--- src/rtl/stt_pkg.sv ---
package stt_pkg;

  localparam int OP_W    = 2;
  localparam int COUNT_W = 16;
  localparam int DEL_W   = 8;
  localparam int SLOT_W  = 4;

  localparam logic [OP_W-1:0] OP_REGISTER = 2'd0;
  localparam logic [OP_W-1:0] OP_DELETE   = 2'd1;
  localparam logic [OP_W-1:0] OP_TICK     = 2'd2;

  localparam logic KIND_ANSWER = 1'b0;
  localparam logic KIND_EXPIRY = 1'b1;

  localparam int ST_W = 3;
  localparam logic [ST_W-1:0] ST_IDLE = 3'd0;
  localparam logic [ST_W-1:0] ST_FIND = 3'd1;
  localparam logic [ST_W-1:0] ST_READ = 3'd2;
  localparam logic [ST_W-1:0] ST_UPD  = 3'd3;
  localparam logic [ST_W-1:0] ST_FIN  = 3'd4;

  typedef struct packed {
    logic [COUNT_W-1:0] remaining;
    logic [COUNT_W-1:0] reload;
  } timer_entry_t;

endpackage

--- src/rtl/software_timer_table.sv ---
// Register: walks slots from 0 to the first free one, one slot per cycle; all full answers SLOTS.
// Delete: no result; the block stays ready.
// Tick: visits each slot in turn through one timer RAM, read and write on a shared address, and
// one decrementer, then closes; a firing waits on the output register while another is pending.
// Reset (rst, synchronous, active high) frees every slot and empties the output register.
module software_timer_table #(
  parameter int SLOTS = 8
) (
  input  logic                          clk,
  input  logic                          rst,
  input  logic                          in_valid,
  output logic                          in_stall,
  input  logic [stt_pkg::OP_W-1:0]      operation,
  input  logic [stt_pkg::COUNT_W-1:0]   start_ticks,
  input  logic [stt_pkg::COUNT_W-1:0]   reload_period,
  input  logic [stt_pkg::DEL_W-1:0]     slot_to_delete,
  output logic                          out_valid,
  input  logic                          out_stall,
  output logic                          result_kind,
  output logic [stt_pkg::SLOT_W-1:0]    slot,
  output logic                          last
);
  import stt_pkg::*;

  localparam int IW = (SLOTS > 1) ? $clog2(SLOTS) : 1;
  localparam logic [IW-1:0] LAST_IDX = IW'(SLOTS - 1);
  localparam logic [SLOT_W-1:0] FULL_SLOT = SLOT_W'(SLOTS);

  logic [ST_W-1:0]    state;
  logic [IW-1:0]      idx;
  logic [SLOTS-1:0]   active;
  logic [COUNT_W-1:0] start_hold;
  logic [COUNT_W-1:0] period_hold;
  logic               pend_valid;
  logic [SLOT_W-1:0]  pend_slot;

  logic               accept;
  logic               out_free;
  logic [SLOT_W-1:0]  idx_slot;
  logic               ram_we;
  timer_entry_t       ram_wdata;
  timer_entry_t       ram_rdata;
  logic [COUNT_W-1:0] dec;
  logic               fire;
  logic               upd_go;
  logic               del_hit;

  assign in_stall = (state != ST_IDLE);
  assign accept   = in_valid && !in_stall;
  assign out_free = !out_valid || !out_stall;
  assign idx_slot = SLOT_W'(idx);
  assign del_hit  = ({1'b0, slot_to_delete} < 9'(SLOTS)) && active[slot_to_delete[IW-1:0]];

  assign dec    = (ram_rdata.remaining != '0) ? ram_rdata.remaining - 1'b1 : '0;
  assign fire   = (dec == '0);
  assign upd_go = !fire || !pend_valid || out_free;

  always_comb begin
    ram_we    = 1'b0;
    ram_wdata = '{remaining: start_hold, reload: period_hold};
    if (state == ST_FIND) begin
      ram_we = !active[idx] && out_free;
    end else if (state == ST_UPD && upd_go) begin
      if (!fire) begin
        ram_we    = 1'b1;
        ram_wdata = '{remaining: dec, reload: ram_rdata.reload};
      end else if (ram_rdata.reload != '0) begin
        ram_we    = 1'b1;
        ram_wdata = '{remaining: ram_rdata.reload, reload: ram_rdata.reload};
      end
    end
  end

  stt_ram #(
    .WIDTH($bits(timer_entry_t)),
    .DEPTH(SLOTS)
  ) u_ram (
    .clk  (clk),
    .we   (ram_we),
    .waddr(idx),
    .wdata(ram_wdata),
    .raddr(idx),
    .rdata(ram_rdata)
  );

  always_ff @(posedge clk) begin
    if (rst) begin
      state      <= ST_IDLE;
      idx        <= '0;
      active     <= '0;
      pend_valid <= 1'b0;
      out_valid  <= 1'b0;
    end else begin
      if (out_valid && !out_stall) begin
        out_valid <= 1'b0;
      end
      case (state)
        ST_IDLE: begin
          if (accept) begin
            idx <= '0;
            case (operation)
              OP_REGISTER: begin
                start_hold  <= start_ticks;
                period_hold <= reload_period;
                state       <= ST_FIND;
              end
              OP_DELETE: begin
                if (del_hit) begin
                  active[slot_to_delete[IW-1:0]] <= 1'b0;
                end
              end
              OP_TICK: begin
                pend_valid <= 1'b0;
                state      <= ST_READ;
              end
              default: ;
            endcase
          end
        end
        ST_FIND: begin
          if (!active[idx] || idx == LAST_IDX) begin
            if (out_free) begin
              active[idx] <= active[idx] | !active[idx];
              out_valid   <= 1'b1;
              result_kind <= KIND_ANSWER;
              slot        <= active[idx] ? FULL_SLOT : idx_slot;
              last        <= 1'b1;
              state       <= ST_IDLE;
            end
          end else begin
            idx <= idx + 1'b1;
          end
        end
        ST_READ: begin
          if (active[idx]) begin
            state <= ST_UPD;
          end else if (idx == LAST_IDX) begin
            state <= ST_FIN;
          end else begin
            idx <= idx + 1'b1;
          end
        end
        ST_UPD: begin
          if (upd_go) begin
            if (fire) begin
              if (pend_valid) begin
                out_valid   <= 1'b1;
                result_kind <= KIND_EXPIRY;
                slot        <= pend_slot;
                last        <= 1'b0;
              end
              pend_valid <= 1'b1;
              pend_slot  <= idx_slot;
              if (ram_rdata.reload == '0) begin
                active[idx] <= 1'b0;
              end
            end
            if (idx == LAST_IDX) begin
              state <= ST_FIN;
            end else begin
              idx   <= idx + 1'b1;
              state <= ST_READ;
            end
          end
        end
        ST_FIN: begin
          if (!pend_valid) begin
            state <= ST_IDLE;
          end else if (out_free) begin
            out_valid   <= 1'b1;
            result_kind <= KIND_EXPIRY;
            slot        <= pend_slot;
            last        <= 1'b1;
            pend_valid  <= 1'b0;
            state       <= ST_IDLE;
          end
        end
        default: state <= ST_IDLE;
      endcase
    end
  end

endmodule

--- src/rtl/stt_ram.sv ---
module stt_ram #(
  parameter int WIDTH = 32,
  parameter int DEPTH = 8
) (
  input  logic                                   clk,
  input  logic                                   we,
  input  logic [(DEPTH > 1 ? $clog2(DEPTH) : 1)-1:0] waddr,
  input  logic [WIDTH-1:0]                       wdata,
  input  logic [(DEPTH > 1 ? $clog2(DEPTH) : 1)-1:0] raddr,
  output logic [WIDTH-1:0]                       rdata
);

  logic [WIDTH-1:0] mem [DEPTH];

  always_ff @(posedge clk) begin
    if (we) begin
      mem[waddr] <= wdata;
    end
    rdata <= mem[raddr];
  end

endmodule

--- config.mk ---
export PLATFORM = sky130hd
export DESIGN_NAME = software_timer_table
export DESIGN_NICKNAME = d
export VERILOG_FILES = /design/src/rtl/stt_pkg.sv /design/src/rtl/software_timer_table.sv /design/src/rtl/stt_ram.sv
export SDC_FILE = /design/constraint.sdc
export NUM_CORES = 1
export LEC_CHECK = 0
export BUFFER_PORTS_ARGS = -buffer_cell sky130_fd_sc_hd__buf_2
export CAP_MARGIN = 20
export CORE_ASPECT_RATIO = 1.1
export CORE_MARGIN = 5
export CORE_UTILIZATION = 55
export DETAILED_ROUTE_END_ITERATION = 7
export PLACE_DENSITY = 0.75
export SYNTH_ARGS = -nofsm -noshare
export SYNTH_HDL_FRONTEND = slang
export SYNTH_SLANG_ARGS = --single-unit
--- constraint.sdc ---
create_clock -name clk -period 5.63 [get_ports clk]
set_clock_uncertainty 0.1 [all_clocks]
set_input_delay 0.2815 -clock clk [delete_from_list [all_inputs] [get_ports clk]]
set_output_delay 0.2815 -clock clk [all_outputs]
set_load 0.05 [all_outputs]
---- Word-level counts from Yosys, hierarchy flattened ----
Memory sizes are Yosys's and may differ from the RTL's. A register that Yosys moved wholly into a read port is not among the register bits.
Cells that the tools add are included.
word-level totals
  flip-flop bits (word level) ............. 57
  RAM bits ................................ 256
  input port bits ......................... 46
  output and inout bits ................... 8
  logic and storage cells ................. 167
  memories ................................ 1
memories
  name       words  width  read ports  clocked after Yosys merged registers in  wr ports  RTL line       source
  u_ram.mem  8      32     1           1                                        1         stt_ram.sv:13  logic [WIDTH-1:0] mem [DEPTH];
operators by class
  add/subtract/negate cells ............... 2
  order comparisons ....................... 5
  equal/unequal tests ..................... 23
  mux-type cells .......................... 83
  bitwise operators ....................... 6
  reduce and logical (&&, ||, !) cells .... 36
operators with widths
  operator                                                                 count
  32-bit two-way mux                                                       4
  8-bit two-way mux                                                        8
  3-bit two-way mux                                                        13
  1-bit two-way mux                                                        36
  16-bit zero test                                                         2
  4-bit two-way mux                                                        8
  16-bit nonzero test                                                      2
  8-bit case mux with 3 select lines                                       1
  2-bit inequality test, second input constant                             10
  9-bit AND reduction                                                      2
  8-bit AND                                                                2
  16-bit two-way mux                                                       1
  8-bit inverter                                                           2
  16-bit by 1-bit subtractor with 16-bit output, second input constant     1
  3-bit case mux with 5 select lines                                       1
  5-bit AND reduction                                                      3
  1-bit case mux with 3 select lines                                       4
  3-bit case mux with 4 select lines                                       1
  4-bit case mux with 3 select lines                                       1
  3-bit nonzero test                                                       4
  3-bit by 4-bit < comparator with 1-bit output, second input constant     2
  8-bit by 4-bit < comparator with 1-bit output, second input constant     1
  2-bit by 1-bit inequality test with 1-bit output, second input constant  4
  8-bit bitwise OR                                                         1
  other kinds (21)                                                         41

---- Depth between registers and ports, before layout ----
  depth after elaboration ................. 11
  mapped depth ............................ 11
  mapped depth without buffers ............ 9

---- Modules after synthesis ----
A second synthesis with hierarchy kept.
second synthesis, totals
  cell total of the unflattened synthesis .. 813
  area, all modules ....................... 14268.7 sq um
by module, submodules not included
  module                times used  cells an instance  area an instance (sq um)  sequential area each (sq um)
  stt_ram               1           415                10466.3                   8328.0
  software_timer_table  1           398                3802.4                    1551.5

---- Worst setup path after synthesis ----
No wires, ideal clock.
  path kind ............................... register -> register
  from .................................... reg u_ram.rdata[16] (read register of u_ram.mem)
  to ...................................... mem u_ram.mem[0][0] (enable)
  setup time .............................. 0.502 ns
  arrival time ............................ 5.036 ns
  required time ........................... 5.028 ns
  setup slack ............................. -0.008 ns
  cell stages (with the launch flop) ...... 10
  path buffers ............................ 1
  period minus slack after synthesis ...... 5.638 ns
  cell sequence ........................... dfxtp_1 inv_1 ha_1 buf_2 nor4b_4 nand3_2 o311ai_4 o31ai_4 o41a_2 nor4_1
on the way
  word-level cells in the longest chain between the ends .. 11
  elaborated cells between the ends (all ways) .. 13
  classes of those cells .................. add/sub: 1; mux: 6; reduce/logical: 6
ends and longest elaborated chain
  what                                                                                         RTL line                    source
  start, declared                                                                              stt_ram.sv:10               output logic [WIDTH-1:0] rdata
  16-bit by 1-bit subtractor with 16-bit output / 16-bit nonzero test (equally long branches)  software_timer_table.sv:54  assign dec = (ram_rdata.remaining != '0) ? ram_rdata.remaining - 1'b1 : '0;
  16-bit two-way mux (*)                                                                       software_timer_table.sv:54
  16-bit zero test (*)                                                                         software_timer_table.sv:55  assign fire = (dec == '0);
  1-bit zero test                                                                              -
  1-bit logical OR (2 in a row)                                                                software_timer_table.sv:56  assign upd_go = !fire || !pend_valid || out_free;
  1-bit logical AND                                                                            software_timer_table.sv:63  end else if (state == ST_UPD && upd_go) begin
  1-bit two-way mux (*)                                                                        software_timer_table.sv:63
  1-bit two-way mux (*)                                                                        software_timer_table.sv:61  if (state == ST_FIND) begin
  1-bit two-way mux (*)                                                                        stt_ram.sv:16               if (we) begin
  1-bit two-way mux (implied by the code) (*)                                                  stt_ram.sv:17               mem[waddr] <= wdata;
  end, declared                                                                                stt_ram.sv:13
Mark *: on every way between the ends. The rest lies on a longest branch, timed or not.

==> results.tsv <==
stage	metric	value	unit
outcome	status	finished clean	
global_routing	antenna_found_initial	0	
placed_design	globalplace.congestion	0.935	
worst_setup_path	critical_path_arrival	4.43	ns
sta	period_needed	4.35	ns
finish	fin_cells	1305	
floorplanning	start_util	56.1	%
synthesis	synth_top_area_share	66.9	%
route	drc	0	
clocking	clock_latency	0.50	ns
clocking	htreeDepth	2	
sta	rsz0062_at_grt	false	
synthesis	synth-async-reset-ratio	0	%
synthesis	synth_seq_cells	345	
route	post_drt_wl_per_cell	24.8	um
sta	hold_viol	0	
global_routing	grt.total_usage	23.5	%
worst_setup_path	critPathLaunchType	flop	
clocking	cts_sinks	345	
synthesis	yosys.area.top_type	edfxtp_1	
route	vias_per_cell	6.47	
hold_path	min_path_type	primary input to flop	
sta	slew_headroom	25.2	%
floorplanning	rows	59	
flow_run	drv_cap	0	
sta	post-route-period-util	77.3	%
worst_setup_path	critPathCaptureType	flop	
power_and_ir_drop	total_power	5.58	mW
route	first_iter_violations	960	
synthesis	synthFlopType	edfxtp_1	
worst_setup_path	crit_type	flop to flop	
worst_setup_path	critPathRequiredTime	5.71	ns
sta	fmax	230	MHz
clocking	clockBufferDepth	3	
synthesis	synthTopCellsByArea	edfxtp_1 (67%), dfxtp_1 (7.2%), a22oi_1 (7.2%)	
worst_setup_path	cp_cell_sequence	inv_1 > ha_1 > nor4b_4 > nand3_2 > nor3_2 > a31oi_1 > nor2_2 > a21oi_1 > o21ai_0	
finish	nNetsFinal	1024	
finish	synthToLayoutAreaGrowth	15.2	%
global_routing	grt_pass1_wl	48.9	mm
worst_setup_path	critPathMaxFanout	15	
clocking	path_clk_slew	0.06	ns
worst_setup_path	cpPeakStageDelay	0.77	ns
synthesis	syn-cell-area	13300	sq um
synthesis	synth-edff-count	297	
finish	drive_gt1_share	15.6	%
route	routed_wl	32.4	mm
route	num_vias	8447	
clocking	cts_buffers	34	
power_and_ir_drop	powerDensity	363	nW/um^2
global_routing	grt_pass1_vias	8172	
synthesis	yosysWarnings	0	
synthesis	ys_types	66	
power_and_ir_drop	p_leak	4.93	nW
global_routing	overflow	0	
power_and_ir_drop	peakVddDrop	293	uV
route	firstDrtPassIters	5	
sta	fin_tns_setup	0	ns
route	final_antenna_net_count	0	
synthesis	syn-num-nets	939	
sta	tightest_slew	1.11	ns
floorplanning	coreArea	23800	sq um
floorplanning	boundaryPins	54	
placed_design	io_buffers	53	
sta	slew_violations	0	
floorplanning	chipWidth	158	um
global_routing	grt_max_degree	36	
placed_design	dp_cells	1212	
floorplanning	dieArea	27500	sq um
placed_design	post-dp-hpwl	18.4	mm
synthesis	avgSynthCellArea	15.0	sq um
synthesis	yosysSeqAreaShare	74.1	%
worst_setup_path	cp_slowest_cell	nor3_2	
synthesis	synthCells	890	
floorplanning	die_y	173	um
sta	setup_viol	0	
clocking	ctsRootBufferMaster	clkbuf_16	
synthesis	yosysMostFrequentCell	edfxtp_1	
synthesis	synthTopCellsByCount	edfxtp_1 (297), a22oi_1 (128), dfxtp_1 (48), clkbuf_1 (46), nand2_1 (43)	
clocking	cts_resized	0	
clocking	cts_tree	yes	
==> final cells by class <==
cell class / instances / area, sq um
Clock inverter: 11 / 68.8
Timing Repair Buffer: 104 / 728
Tap cell: 305 / 382
Multi-Input combinational cell: 478 / 3270
Antenna cell: 1 / 2.50
Inverter: 12 / 45.0
Clock buffer: 49 / 987
Sequential cell: 345 / 9880
Fill cell: 1705 / 8400
==> through the flow <==
step                hold slack (ns)  setup slack, ns  utilization, %  area (sq um)
finish                        0.114             1.28            64.6         15400
CTS                           0.105             1.42            64.6         15400
detailed placement            0.358             1.46            58.8         14000
global route                  0.140             1.02            64.6         15400
global placement              0.355             1.67            58.8         14000
floorplan                     0.280            0.586               -         13300
==> cells in the final DEF (no fill, tap or decap), types with 8 or more instances in the layout <==
master	instances
a22oi_1	128
inv_1	12
a21oi_1	30
nor3_1	16
edfxtp_1	297
nor4_1	11
dlygate4sd3_1	32
mux2_1	15
clkinv_2	8
clkbuf_16	34
a31oi_1	12
nand3_1	10
a211oi_1	10
dfxtp_1	48
nor2_1	31
or3_1	8
buf_4	19
o21ai_0	24
nand4_1	38
clkbuf_8	8
nand2_1	43
buf_2	53
==> registers in the layout, summed over array words and instances, names as in the netlist <==
name,flops
u_ram.rdata,32
state,3
start_hold,16
idx,3
pend_valid,1
slot,4
out_valid,1
period_hold,16
pend_slot,3
result_kind,1
u_ram.mem,256
active,8
last,1
==> kinds of logic after synthesis <==
| group | after synthesis | synth area share (%) |
|---|---|---|
| flip-flops | 345 | 74.1 |
| multiplexers | 21 | 1.77 |
| adder cells (fa/ha/maj) | 3 | 0.281 |
| AO/OA/AOI/OAI | 247 | 13.2 |
| XOR/XNOR | 7 | 0.460 |
| AND/OR/NAND/NOR | 200 | 8.16 |
| buffers and inverters | 67 | 2.05 |
==> final timing paths <==
check                                       start          endpoint  slack, ns  depth (start not counted)
worst min register to register   u_ram.mem[4][11]   u_ram.rdata[11]       0.37                          2
worst max register to register    u_ram.rdata[16]  u_ram.mem[1][19]       1.28                          9
worst max-delay path              u_ram.rdata[16]  u_ram.mem[1][19]       1.28                          9
worst min-delay path            slot_to_delete[0]         active[4]       0.11                          3
==> what timing repair did <==
item / in CTS / in global routing
hold buffers: 32 / 0
endpoints found under the hold margin: 32 / 0
setup endpoints to repair: 0 / 0
buffers inserted: 0 / 0
==> report_power, final <==
part           switching (mW)  internal (mW)  leakage [nW]
registers               0.127           2.88          3.08
clock network           0.897           1.22         0.529
logic                   0.286          0.165          1.32
total                    1.31           4.27          4.93
==> metal layers <==
metal	global-route usage [%]	up-vias	routed length (um)
met4	7.25	0	758
met5	0	-	0
li1	-	3748	-
met2	37.0	508	15700
met1	34.1	4139	12800
met3	3.92	52	3040
==> critical path, delay by kind of cell, from the launching register on <==
kind                       cells  cell delay [ns]
and+or+nand+nor                4             2.01
DFF                            1             0.37
AOI/OAI and AO/OA              3             1.12
adders and majority gates      1             0.34
buffers and inverters          1             0.08
Note: power is estimated with default switching activity, not from simulation.
